## src/design/assert_macros.svh

```systemverilog
// ----------------------------------------------------------------------------
// Assertion macros
// Concurrent assertion wrappers used by modular_inverse.sv. They compile to
// nothing when SYNTH is defined.
// ----------------------------------------------------------------------------
`ifndef ASSERT_MACROS_SVH
`define ASSERT_MACROS_SVH

`ifndef SYNTH

// Implication checked on every rising clock edge outside reset.
`define ASSERT_IMPLIES(label, clk, rst_n, ante, cons) \
    label: assert property (@(posedge clk) disable iff (!rst_n) (ante) |-> (cons)) \
        else $error("implication check failed");

// Implication whose consequence is checked in the cycle after the antecedent.
`define ASSERT_NEXT(label, clk, rst_n, ante, cons) \
    label: assert property (@(posedge clk) disable iff (!rst_n) (ante) |=> (cons)) \
        else $error("next-cycle check failed");

`else

`define ASSERT_IMPLIES(label, clk, rst_n, ante, cons)
`define ASSERT_NEXT(label, clk, rst_n, ante, cons)

`endif

`endif

```

## src/design/mi_pkg.sv

```systemverilog
// ----------------------------------------------------------------------------
// Modular inverse package
// Field widths, default datapath width and transaction payload types.
// ----------------------------------------------------------------------------
package mi_pkg;

    localparam int FIELD_W   = 32;
    localparam int WIDTH_DEF = 32;

    typedef struct packed {
        logic [FIELD_W-1:0] value;
        logic [FIELD_W-1:0] modulus;
    } t_in_item;

    typedef struct packed {
        logic [FIELD_W-1:0] inverse;
        logic               no_inverse;
    } t_out_item;

endpackage

```

## src/design/mi_stream_if.sv

```systemverilog
// ----------------------------------------------------------------------------
// Valid/ready stream interface
// One transaction moves when valid and ready are both high at a rising edge.
// ----------------------------------------------------------------------------
interface mi_stream_if #(
    parameter type t_payload = logic
) ();

    logic     valid;
    logic     ready;
    t_payload payload;

    modport source (output valid, output payload, input ready);
    modport sink   (input valid, input payload, output ready);

endinterface

```

## src/design/modular_inverse.sv

```systemverilog
// ----------------------------------------------------------------------------
// Modular inverse
// Extended Euclidean inverse of a value modulo a modulus, one transaction in,
// one transaction out.
// ----------------------------------------------------------------------------
// The block takes one transaction at a time: ready is high only while it is
// idle. Each Euclid step runs through one shared shift-subtract unit that does
// one subtract and one add per cycle: the divisor is first doubled until it
// would pass the remainder, then walked back down, subtracting and
// accumulating the coefficient. A modulus below 2 skips the Euclid steps and
// is answered with no inverse. The result register lets a new transaction be
// accepted while the previous result still waits to be taken.
// ----------------------------------------------------------------------------
`include "assert_macros.svh"

module modular_inverse #(
    parameter int WIDTH = mi_pkg::WIDTH_DEF
) (
    input  logic        i_clk,
    input  logic        i_rst_n,
    mi_stream_if.sink   i_in,
    mi_stream_if.source o_out
);

    import mi_pkg::*;

    localparam int KW = $clog2(WIDTH);

    localparam logic [1:0] S_IDLE  = 2'd0;
    localparam logic [1:0] S_ALIGN = 2'd1;
    localparam logic [1:0] S_SUB   = 2'd2;
    localparam logic [1:0] S_FIN   = 2'd3;

    logic [1:0]       r_state, n_state;
    logic             r_out_valid;
    t_out_item        r_out;

    // Euclid state: remainders and coefficient magnitudes.
    logic [WIDTH-1:0] r_rp, r_rc, r_up, r_uc, r_mod;
    // Working registers of the shift-subtract unit.
    logic [WIDTH-1:0] r_rem, r_ds, r_us, r_acc;
    logic [KW-1:0]    r_k;
    logic             r_first, r_knz, r_kodd;

    logic [WIDTH-1:0] w_a, w_m;
    logic             w_in_acc, w_out_free, w_small;
    logic             w_grow, w_fits, w_neg, w_none;
    logic [WIDTH:0]   w_diff;
    logic [WIDTH-1:0] w_rem_new, w_acc_new, w_inv;

    assign w_a      = WIDTH'(i_in.payload.value);
    assign w_m      = WIDTH'(i_in.payload.modulus);
    assign w_small  = w_m < WIDTH'(2);

    assign i_in.ready    = (r_state == S_IDLE);
    assign w_in_acc      = i_in.valid && i_in.ready;
    assign w_out_free    = !r_out_valid || o_out.ready;
    assign o_out.valid   = r_out_valid;
    assign o_out.payload = r_out;

    // Doubling stops once twice the divisor would exceed the remainder.
    assign w_grow    = {r_ds, 1'b0} <= {1'b0, r_rem};
    assign w_diff    = {1'b0, r_rem} - {1'b0, r_ds};
    assign w_fits    = !w_diff[WIDTH];
    assign w_rem_new = w_fits ? w_diff[WIDTH-1:0] : r_rem;
    assign w_acc_new = w_fits ? (r_acc + r_us) : r_acc;

    // The final coefficient is negative for an even, nonzero step count.
    assign w_neg  = r_knz && !r_kodd;
    assign w_none = (r_rp != WIDTH'(1));
    assign w_inv  = w_none ? '0 : (w_neg ? (r_mod - r_up) : r_up);

    always_comb begin
        n_state = r_state;
        unique case (r_state)
            S_IDLE: begin
                if (w_in_acc) begin
                    n_state = w_small ? S_FIN : S_ALIGN;
                end
            end
            S_ALIGN: begin
                if (!w_grow) begin
                    n_state = S_SUB;
                end
            end
            S_SUB: begin
                if (r_k == '0) begin
                    n_state = (w_rem_new == '0) ? S_FIN : S_ALIGN;
                end
            end
            S_FIN: begin
                if (w_out_free) begin
                    n_state = S_IDLE;
                end
            end
            default: n_state = S_IDLE;
        endcase
    end

    always_ff @(posedge i_clk) begin
        if (!i_rst_n) begin
            r_state     <= S_IDLE;
            r_out_valid <= 1'b0;
        end else begin
            r_state <= n_state;
            if (r_state == S_FIN && w_out_free) begin
                r_out_valid <= 1'b1;
            end else if (o_out.ready) begin
                r_out_valid <= 1'b0;
            end
        end
    end

    always_ff @(posedge i_clk) begin
        unique case (r_state)
            S_IDLE: begin
                if (w_in_acc) begin
                    r_mod   <= w_m;
                    r_first <= 1'b1;
                    r_knz   <= 1'b0;
                    r_kodd  <= 1'b0;
                    if (w_small) begin
                        r_rp <= '0;
                    end else begin
                        // The first step divides the value by the modulus,
                        // which reduces it and sets up the coefficients 0 and 1.
                        r_rp  <= w_a;
                        r_rc  <= w_m;
                        r_up  <= WIDTH'(1);
                        r_uc  <= '0;
                        r_rem <= w_a;
                        r_ds  <= w_m;
                        r_us  <= '0;
                        r_acc <= WIDTH'(1);
                        r_k   <= '0;
                    end
                end
            end
            S_ALIGN: begin
                if (w_grow) begin
                    r_ds <= r_ds << 1;
                    r_us <= r_us << 1;
                    r_k  <= r_k + KW'(1);
                end
            end
            S_SUB: begin
                if (r_k != '0) begin
                    r_rem <= w_rem_new;
                    r_acc <= w_acc_new;
                    r_ds  <= r_ds >> 1;
                    r_us  <= r_us >> 1;
                    r_k   <= r_k - KW'(1);
                end else begin
                    r_rp  <= r_rc;
                    r_rc  <= w_rem_new;
                    r_up  <= r_uc;
                    r_uc  <= w_acc_new;
                    // Load the next step straight away.
                    r_rem <= r_rc;
                    r_ds  <= w_rem_new;
                    r_acc <= r_uc;
                    r_us  <= w_acc_new;
                    if (r_first) begin
                        r_first <= 1'b0;
                    end else begin
                        r_knz  <= 1'b1;
                        r_kodd <= !r_kodd;
                    end
                end
            end
            S_FIN: begin
                if (w_out_free) begin
                    r_out.inverse    <= FIELD_W'(w_inv);
                    r_out.no_inverse <= w_none;
                end
            end
            default: ;
        endcase
    end

    `ASSERT_IMPLIES(a_inverse_nonzero, i_clk, i_rst_n, r_out_valid && !r_out.no_inverse, r_out.inverse != '0)
    `ASSERT_IMPLIES(a_none_zero, i_clk, i_rst_n, r_out_valid && r_out.no_inverse, r_out.inverse == '0)
    `ASSERT_IMPLIES(a_divisor_nonzero, i_clk, i_rst_n, r_state == S_SUB, r_ds != '0)
    `ASSERT_NEXT(a_busy_after_accept, i_clk, i_rst_n, w_in_acc, r_state != S_IDLE)

endmodule

```

## src/flat_wrapper.sv

```systemverilog
// flat-port wrapper written by rule: the top's interface ports become plain ports
module modular_inverse_flat import mi_pkg::*;
#(
    parameter int WIDTH = mi_pkg::WIDTH_DEF
)
  (i_clk, i_rst_n, i_in_valid, i_in_payload, i_in_ready, o_out_valid, o_out_payload, o_out_ready);
  mi_stream_if #(.t_payload(t_in_item)) i_in_i ();
  mi_stream_if #(.t_payload(t_out_item)) o_out_i ();
  input  logic i_clk;
  input  logic i_rst_n;
  input wire logic [$bits(i_in_i.valid)-1:0] i_in_valid;
  input wire logic [$bits(i_in_i.payload)-1:0] i_in_payload;
  output wire logic [$bits(i_in_i.ready)-1:0] i_in_ready;
  output wire logic [$bits(o_out_i.valid)-1:0] o_out_valid;
  output wire logic [$bits(o_out_i.payload)-1:0] o_out_payload;
  input wire logic [$bits(o_out_i.ready)-1:0] o_out_ready;
  assign i_in_i.valid = i_in_valid;
  assign i_in_i.payload = i_in_payload;
  assign i_in_ready = i_in_i.ready;
  assign o_out_valid = o_out_i.valid;
  assign o_out_payload = o_out_i.payload;
  assign o_out_i.ready = o_out_ready;
  modular_inverse #(.WIDTH(WIDTH)) u_core (.i_clk(i_clk), .i_rst_n(i_rst_n), .i_in(i_in_i), .o_out(o_out_i));
endmodule
```

## config.mk

```make
export PLATFORM = sky130hd
export DESIGN_NAME = modular_inverse_flat
export DESIGN_NICKNAME = d
export VERILOG_FILES = /design/src/design/mi_pkg.sv /design/src/design/mi_stream_if.sv /design/src/design/modular_inverse.sv /design/src/flat_wrapper.sv
export VERILOG_INCLUDE_DIRS = /design/src /design/src/design
export SDC_FILE = /design/constraint.sdc
export NUM_CORES = 1
export LEC_CHECK = 0
export ABC_CLOCK_PERIOD_IN_PS = 8800
export BUFFER_PORTS_ARGS = -buffer_cell sky130_fd_sc_hd__buf_4
export CORE_MARGIN = 8
export CORE_UTILIZATION = 51
export DETAILED_ROUTE_END_ITERATION = 16
export PLACE_DENSITY = 0.65
export REMOVE_ABC_BUFFERS = 1
export SLEW_MARGIN = 20
export SYNTH_ARGS = -nofsm -noshare
export SYNTH_HDL_FRONTEND = slang
export SYNTH_SLANG_ARGS = --single-unit
```

## constraint.sdc

```tcl
create_clock -name i_clk -period 8.8 [get_ports i_clk]
set_input_delay 0.44 -clock i_clk [delete_from_list [all_inputs] [get_ports i_clk]]
set_output_delay 0.44 -clock i_clk [all_outputs]
set_load 0.01 [all_outputs]
```

==> metrics.md, run 1 <==
| Metric | Value |
|---|---|
| Placed cells | 2713 |
| Vias in the first global route | ~17000 |
| Share of cells above drive strength 1 | 9.73% |
| Die Wd | about 220 um |
| WP data arrival | 4940 ps |
| Seq cells post-synth | 332 |
| Core area | 40600 um^2 |
| CP Launch Type | flip-flop |
| Yosys cell types | 75 |
| Leading cell type in the layout, fill and taps excluded | edfxtp_1 |
| Clk slew on worst S/H paths | about 60 ps |
| Top post-synthesis cells by area | edfxtp_1 47%, ha_1 8.0%, a21oi_1 5.1% |
| CTS Sinks | 332 |
| GRT Overall Usage | 25.1% |
| DR DRC count | 0 |
| Clock buffer depth | 3 |
| WS Path Type | flip-flop to flip-flop |
| Most frequent cells in the layout | 329 x edfxtp_1, 251 x nand2_1, 222 x nor2_1 |
| Total gr overflow | 0 |
| Synth warn | 0 |
| Cts repair resizes | 0 |
| Initial core utilization | 51.3% |
| Top_reg_cell synth | edfxtp_1 |
| Num CTS Buffers | 38 |
| Final TNS setup | 0 ps |
| Clk_skew | around 10 ps |
| Cells after Synth | 2164 |
| Max-cap violations | 0 |
| CTS Hold Buffers Added | 0 |
| Setup bufs post-CTS | 0 |
| Slew @ Worst Pin | between 1000 and 1500 ps |
| Syn avg cell area | 9.62 um^2 |
| Cell Rows | 74 |
| Synthesized cell area | approximately 21000 um^2 |
| Via/cell ratio | ~6.0 |
| CP max FO | 53 |
| Antenna violations before repair | 3 |
| Root Driver | clkbuf_16 |
| Post-synth EDFFs | 329 |
| Fin crit period | 4480 ps |
| Die Y | 218 um |
| Post-synth top area cell | edfxtp_1 |
| CTS tree | yes |
| CP required | between 9000 and 10000 ps |
| Clk Latency, worst-skew pair | about 530 ps |
| H-tree depth | 2 |
| Final nets | between 2000 and 2500 |
| Placed instance area | between 20000 and 25000 um^2 |
| Wire per inst | ~22 um |
| Util after Layout | 57.5% |
| Post-route cell area | 23300 um^2 |
| Routability congestion estimate from global placement | 0.963 |
| Die area | 47600 um^2 |
| Hpwl dp | ~43000 um |
| Buffers on Ports | 102 |
| Top Ports | between 100 and 150 |
| Final Hold Fails | 0 |
| Area Growth Syn to Fin | 12.0% |
| Slew HR | 25.5% |
| Final setup violation count | 0 |
| Fmax | between 200 and 250 MHz |
| Post-Route WL | 60400 um |
| First-pass GRT wire length | 94100 um |
| Fin crit share | ~51% |
| Post-Layout Cell Count | 2784 |
| Final ANT Viol Nets | 0 |
| Final slew viol count | 0 |
| Ys async rst share | 0% |
| Status | completed |
| Total number of vias | 16765 |
| Worst setup EP type | flip-flop |
| DR pass1 iterations | 6 |
| RSZ-0062 raised after global routing | no |
| 1st-iter DRT viols | 1749 |
| Worst min path class | input port to flip-flop |
| Largest net degree at the start of global routing | roughly 70 |
| Fillers | between 3000 and 4000 |
| Post-synthesis sequential area ratio | 47.7% |
| Yosys top cell area share | 47.4% |
==> flip-flops by register name, indices dropped and copies added (netlist names) <==
name,flops
u_core.r_knz,1
u_core.r_first,1
u_core.o_out.valid,1
u_core.r_kodd,1
u_core.r_acc,32
u_core.r_rem,32
u_core.r_up,32
u_core.r_state,2
u_core.r_rp,32
u_core.r_ds,32
u_core.r_k,5
u_core.r_us,32
u_core.r_rc,32
u_core.o_out.payload,33
u_core.r_mod,32
u_core.r_uc,32
==> layer usage <==
metal / wire, um / vias up / track usage, %
met5: 0 / - / 0
met1: 26500 / 8118 / 34.9
met4: 1580 / 0 / 7.39
met2: 27800 / 572 / 40.3
li1: - / 7978 / -
met3: 4490 / 97 / 3.59
==> critical path: stages, from the launching register on <==
cell	delay [ps]
edfxtp_1	460
ha_1	260
fa_1	390
and2b_1	300
o31ai_2	100
a211oi_1	550
o41a_1	330
nand4_1	110
o211ai_1	150
buf_4	500
mux2i_1	380
nand2_1	200
a2111oi_0	360
nand4_1	140
o21ai_1	140
==> Yosys cell counts (6+ instances only) <==
cell type and n:
nor4_1 21, o21a_1 37, mux2_2 11, nor2_1 225, nor3_1 23, nand2_1 252
edfxtp_1 329, o211ai_1 6, mux2i_1 17, nand2b_1 20, nand4_1 16, o21bai_1 12
xor2_1 33, buf_2 11, nor2b_1 26, ha_1 133, o2111ai_1 26, a221oi_1 6
xnor2_1 51, a21o_1 44, inv_1 128, clkbuf_1 87, a31oi_1 17, a22oi_1 21
a21oi_1 213, and3_1 8, o21ai_0 157, a222oi_1 9, o31ai_1 6, nand3_1 35
buf_1 8, a211oi_1 21, and2_1 71
==> path summary, 6_finish.rpt <==
kind,slack [ps],start,end,depth (start not counted)
hold reg to reg,560,u_core.r_uc[25]$_SDFFCE_PN0P_,u_core.r_up[25]$_SDFFCE_PN0P_,1
setup reg to reg,4320,u_core.r_ds[0]$_DFFE_PP_,u_core.r_state[1]$_SDFFE_PN0P_,14
hold / removal,100,i_in_payload[0],u_core.r_mod[0]$_DFFE_PP_,1
setup / recovery,4320,u_core.r_ds[0]$_DFFE_PP_,u_core.r_state[1]$_SDFFE_PN0P_,14
==> layout make-up <==
type | instances | area, um^2 | area share [%]
multi-input combinational | 1596 | 10100 | 43.1
sequential | 332 | 9940 | 42.6
clock buffer | 52 | 1030 | 4.44
timing repair buffer | 126 | 966 | 4.14
tap | 532 | 666 | 2.85
inverter | 128 | 482 | 2.06
clock inverter | 17 | 185 | 0.794
antenna | 1 | 2.50 | 0.0107
==> cell families after synthesis <==
logic type,after synthesis,synth area share (%)
multiplexers,28,1.41
XOR/XNOR,84,3.53
adder cells (fa/ha/maj),137,8.38
AND/OR/NAND/NOR,721,15.7
buffers and inverters,236,4.36
AO/OA/AOI/OAI,626,18.8
flip-flops,332,47.7
==> stage by stage <==
stage / hold slack [ps] / worst slack (ps)
2_1_floorplan: 499 / -2140
3_3_place_gp: 537 / 4490
3_5_place_dp: 543 / 4410
4_1_cts: 82.3 / 4380
5_1_grt: 82.6 / 4080
6_report: 99.9 / 4320
Power of run 1 is not shown: default switching activity piles up to over one toggle a cycle in this logic, so the estimate is an artifact.
==> inputs of run 2 (changes only) <==
Settings changed: ABC_CLOCK_PERIOD_IN_PS 8800 to 4300.
Clock period 8.8 ns to 4.3 ns, I/O delays scaled along.
==> run 2 against run 1 <==
Die area unchanged. Hold slack worse by 67 ps. Register-to-register slack worse by 4000 ps. Fmax up 13%. Non-clock buffer count up 64. Critical path depth down 2. Flip-flop and latch count unchanged. Utilization up 1.9 points. Global-route usage up 0.68 points. Setup slack worse by 4000 ps.
==> metrics.md, run 2 (synthesized netlist as in run 1, its figures left out) <==
| Metric | Value |
|---|---|
| CP max FO | 59 (+11%) |
| Hpwl dp | 43700 um (+2.6%) |
| RSZ-0062 raised after global routing | no |
| CTS Sinks | 332 (unchanged) |
| Top Ports | 103 (unchanged) |
| WP data arrival | 4250 ps (-690 ps) |
| Buffers on Ports | 102 (unchanged) |
| DR DRC count | 0 (unchanged) |
| Seq. cell area | 9940 um^2 (unchanged) |
| Clk Latency, worst-skew pair | 560 ps (+30 ps) |
| Total gr overflow | 0 (unchanged) |
| 1st-iter DRT viols | 1688 (-3.5%) |
| Worst min path class | input port to flip-flop |
| Die Y | 218 um (unchanged) |
| Critical Path End | u_core.r_us[24]$_DFFE_PP_ |
| R2r setup slk | 350 ps (-3970 ps) |
| CP Launch Type | flip-flop |
| Util after Layout | 59.5% (+1.9 points) |
| GRT Overall Usage | 25.8% (+0.68 points) |
| Via/cell ratio | 6.02 (about the same) |
| Ant diodes | 0 (-1) |
| R2r worst-path depth | 12 (-2) |
| Die Wd | 218 um (unchanged) |
| Fmax | 253 MHz (+13%) |
| Worst setup EP type | flip-flop |
| Fin crit share | 91.9% (+41 points) |
| Root Driver | clkbuf_16 |
| Final setup violation count | 0 (unchanged) |
| Clock buffer depth | 3 (unchanged) |
| Worst r2r src | u_core.r_ds[0]$_DFFE_PP_ |
| Status | completed |
| Max-cap violations | 0 (unchanged) |
| Worst Setup SP | u_core.r_ds[0]$_DFFE_PP_ |
| Fin crit period | 3950 ps (-526 ps) |
| DR pass1 iterations | 8 (+2) |
| Final ANT Viol Nets | 0 (unchanged) |
| Placed instance area | 22200 um^2 (+0.54%) |
| CP required | 4600 ps (-4670 ps) |
| Num CTS Buffers | 40 (+5.3%) |
| Slew @ Worst Pin | 836 ps (-281 ps) |
| Final slew viol count | 0 (unchanged) |
| Final nets | 2493 (+2.7%) |
| Post-route cell area | 24100 um^2 (+3.4%) |
| WS Path Type | flip-flop to flip-flop |
| Final Hold Fails | 0 (unchanged) |
| Area Growth Syn to Fin | 15.8% |
| Largest net degree at the start of global routing | 78 (+15%) |
| Clk_skew | 14.5 ps (+4.61 ps) |
| Initial core utilization | 51.3% (unchanged) |
| Max reg flops | 33 (unchanged) |
| Total number of vias | 17145 (+2.3%) |
| Clk slew on worst S/H paths | 60 ps (about the same) |
| CTS tree | yes |
| First-pass GRT wire length | 95700 um (+1.7%) |
| Core area | 40600 um^2 (unchanged) |
| H-tree depth | 2 (unchanged) |
| Fillers | 3446 (-2.3%) |
| Hold Slack | 33.4 ps (-66.5 ps) |
| Multi-input gate area | 10100 um^2 (about the same) |
| Most frequent cells in the layout | 329 x edfxtp_1, 251 x nand2_1, 223 x nor2_1 |
| Cell Rows | 74 (unchanged) |
| Routability congestion estimate from global placement | 0.944 (-2.0%) |
| Wire per inst | 21.8 um (+0.53%) |
| Antenna violations before repair | 0 (-3) |
| Reg2reg end | u_core.r_us[24]$_DFFE_PP_ |
| Leading cell type in the layout, fill and taps excluded | edfxtp_1 |
| Setup bufs post-CTS | 0 (unchanged) |
| Die area | 47600 um^2 (unchanged) |
| Slew HR | 43.1% (+18 points) |
| Post-Route WL | 62100 um (+2.8%) |
| Share of cells above drive strength 1 | 10.2% (+0.47 points) |
| Vias in the first global route | 16691 (+0.86%) |
## run 2: cell count changes in the layout (fill, tap and decap cells not counted), moves of 2 or more
cell / before / now
dlygate4sd3_1: 0 / 56
clkbuf_8: 1 / 3
buf_4: 125 / 128
clkbuf_1: 12 / 4
buf_12: 0 / 5
clkinv_2: 4 / 7
clkbuf_16: 39 / 41
clkinv_4: 0 / 2
## run 2: cell type report
| cell class | instances | share of cell area [%] |
|---|---|---|
| Multi-Input combinational cell | 1596 | 41.7 |
| Inverter | 128 | 2.00 |
| Timing Repair Buffer | 190 | 6.84 |
| Tap cell | 532 | 2.76 |
| Clock inverter | 21 | 0.960 |
| Clock buffer | 48 | 4.49 |
| Sequential cell | 332 | 41.2 |
## run 2: per-stage QoR
stage	TNS [ps]	setup WS (ps)	std cells
floorplan	-1693540	-6640	2056
global placement	0	183	2721
detailed placement	0	119	2721
CTS	0	88.2	2846
global route	0	53.8	2847
finish	0	348	2847
## run 2: how the worst min path moves through the flow
stage | start | to | slack [ps] | depth (start not counted)
4_1_cts | i_in_payload[38] | u_core.r_rem[6]$_DFFE_PP_ | 20 | 3
3_5_place_dp | i_in_payload[0] | u_core.r_mod[0]$_DFFE_PP_ | 410 | 1
3_3_place_gp | i_in_payload[0] | u_core.r_mod[0]$_DFFE_PP_ | 410 | 1
2_1_floorplan | i_in_payload[0] | u_core.r_mod[0]$_DFFE_PP_ | 310 | 0
6_report | i_in_payload[38] | u_core.r_rem[6]$_DFFE_PP_ | 30 | 3
5_1_grt | i_in_payload[38] | u_core.r_rem[6]$_DFFE_PP_ | 40 | 3
## run 2: worst max-delay path, cell delays in order (launching register included)
cell and delay [ps]:
edfxtp_1 440, ha_1 240, fa_1 370, and2b_1 300, o31ai_2 110, a211oi_2 290
o41a_1 310, nand4_1 120, o211ai_1 320, buf_12 350, mux2_2 410, a222oi_1 320
nor2b_1 80
## run 2: layer usage
layer / up-vias / GRT usage, % / wire length (um)
li1: 8118 / - / -
met1: 8234 / 35.2 / 26800
met2: 680 / 40.4 / 28000
met3: 113 / 5.48 / 5350
met4: 0 / 8.53 / 1820
met5: - / 0 / 0
## run 2: what timing repair did
item,CTS,global route
hold buffers,56,0
setup endpoints to repair,0,8
gates resized for setup,0,3
endpoints found under the hold margin,89,0
Power of run 2 is left out for the same reason.
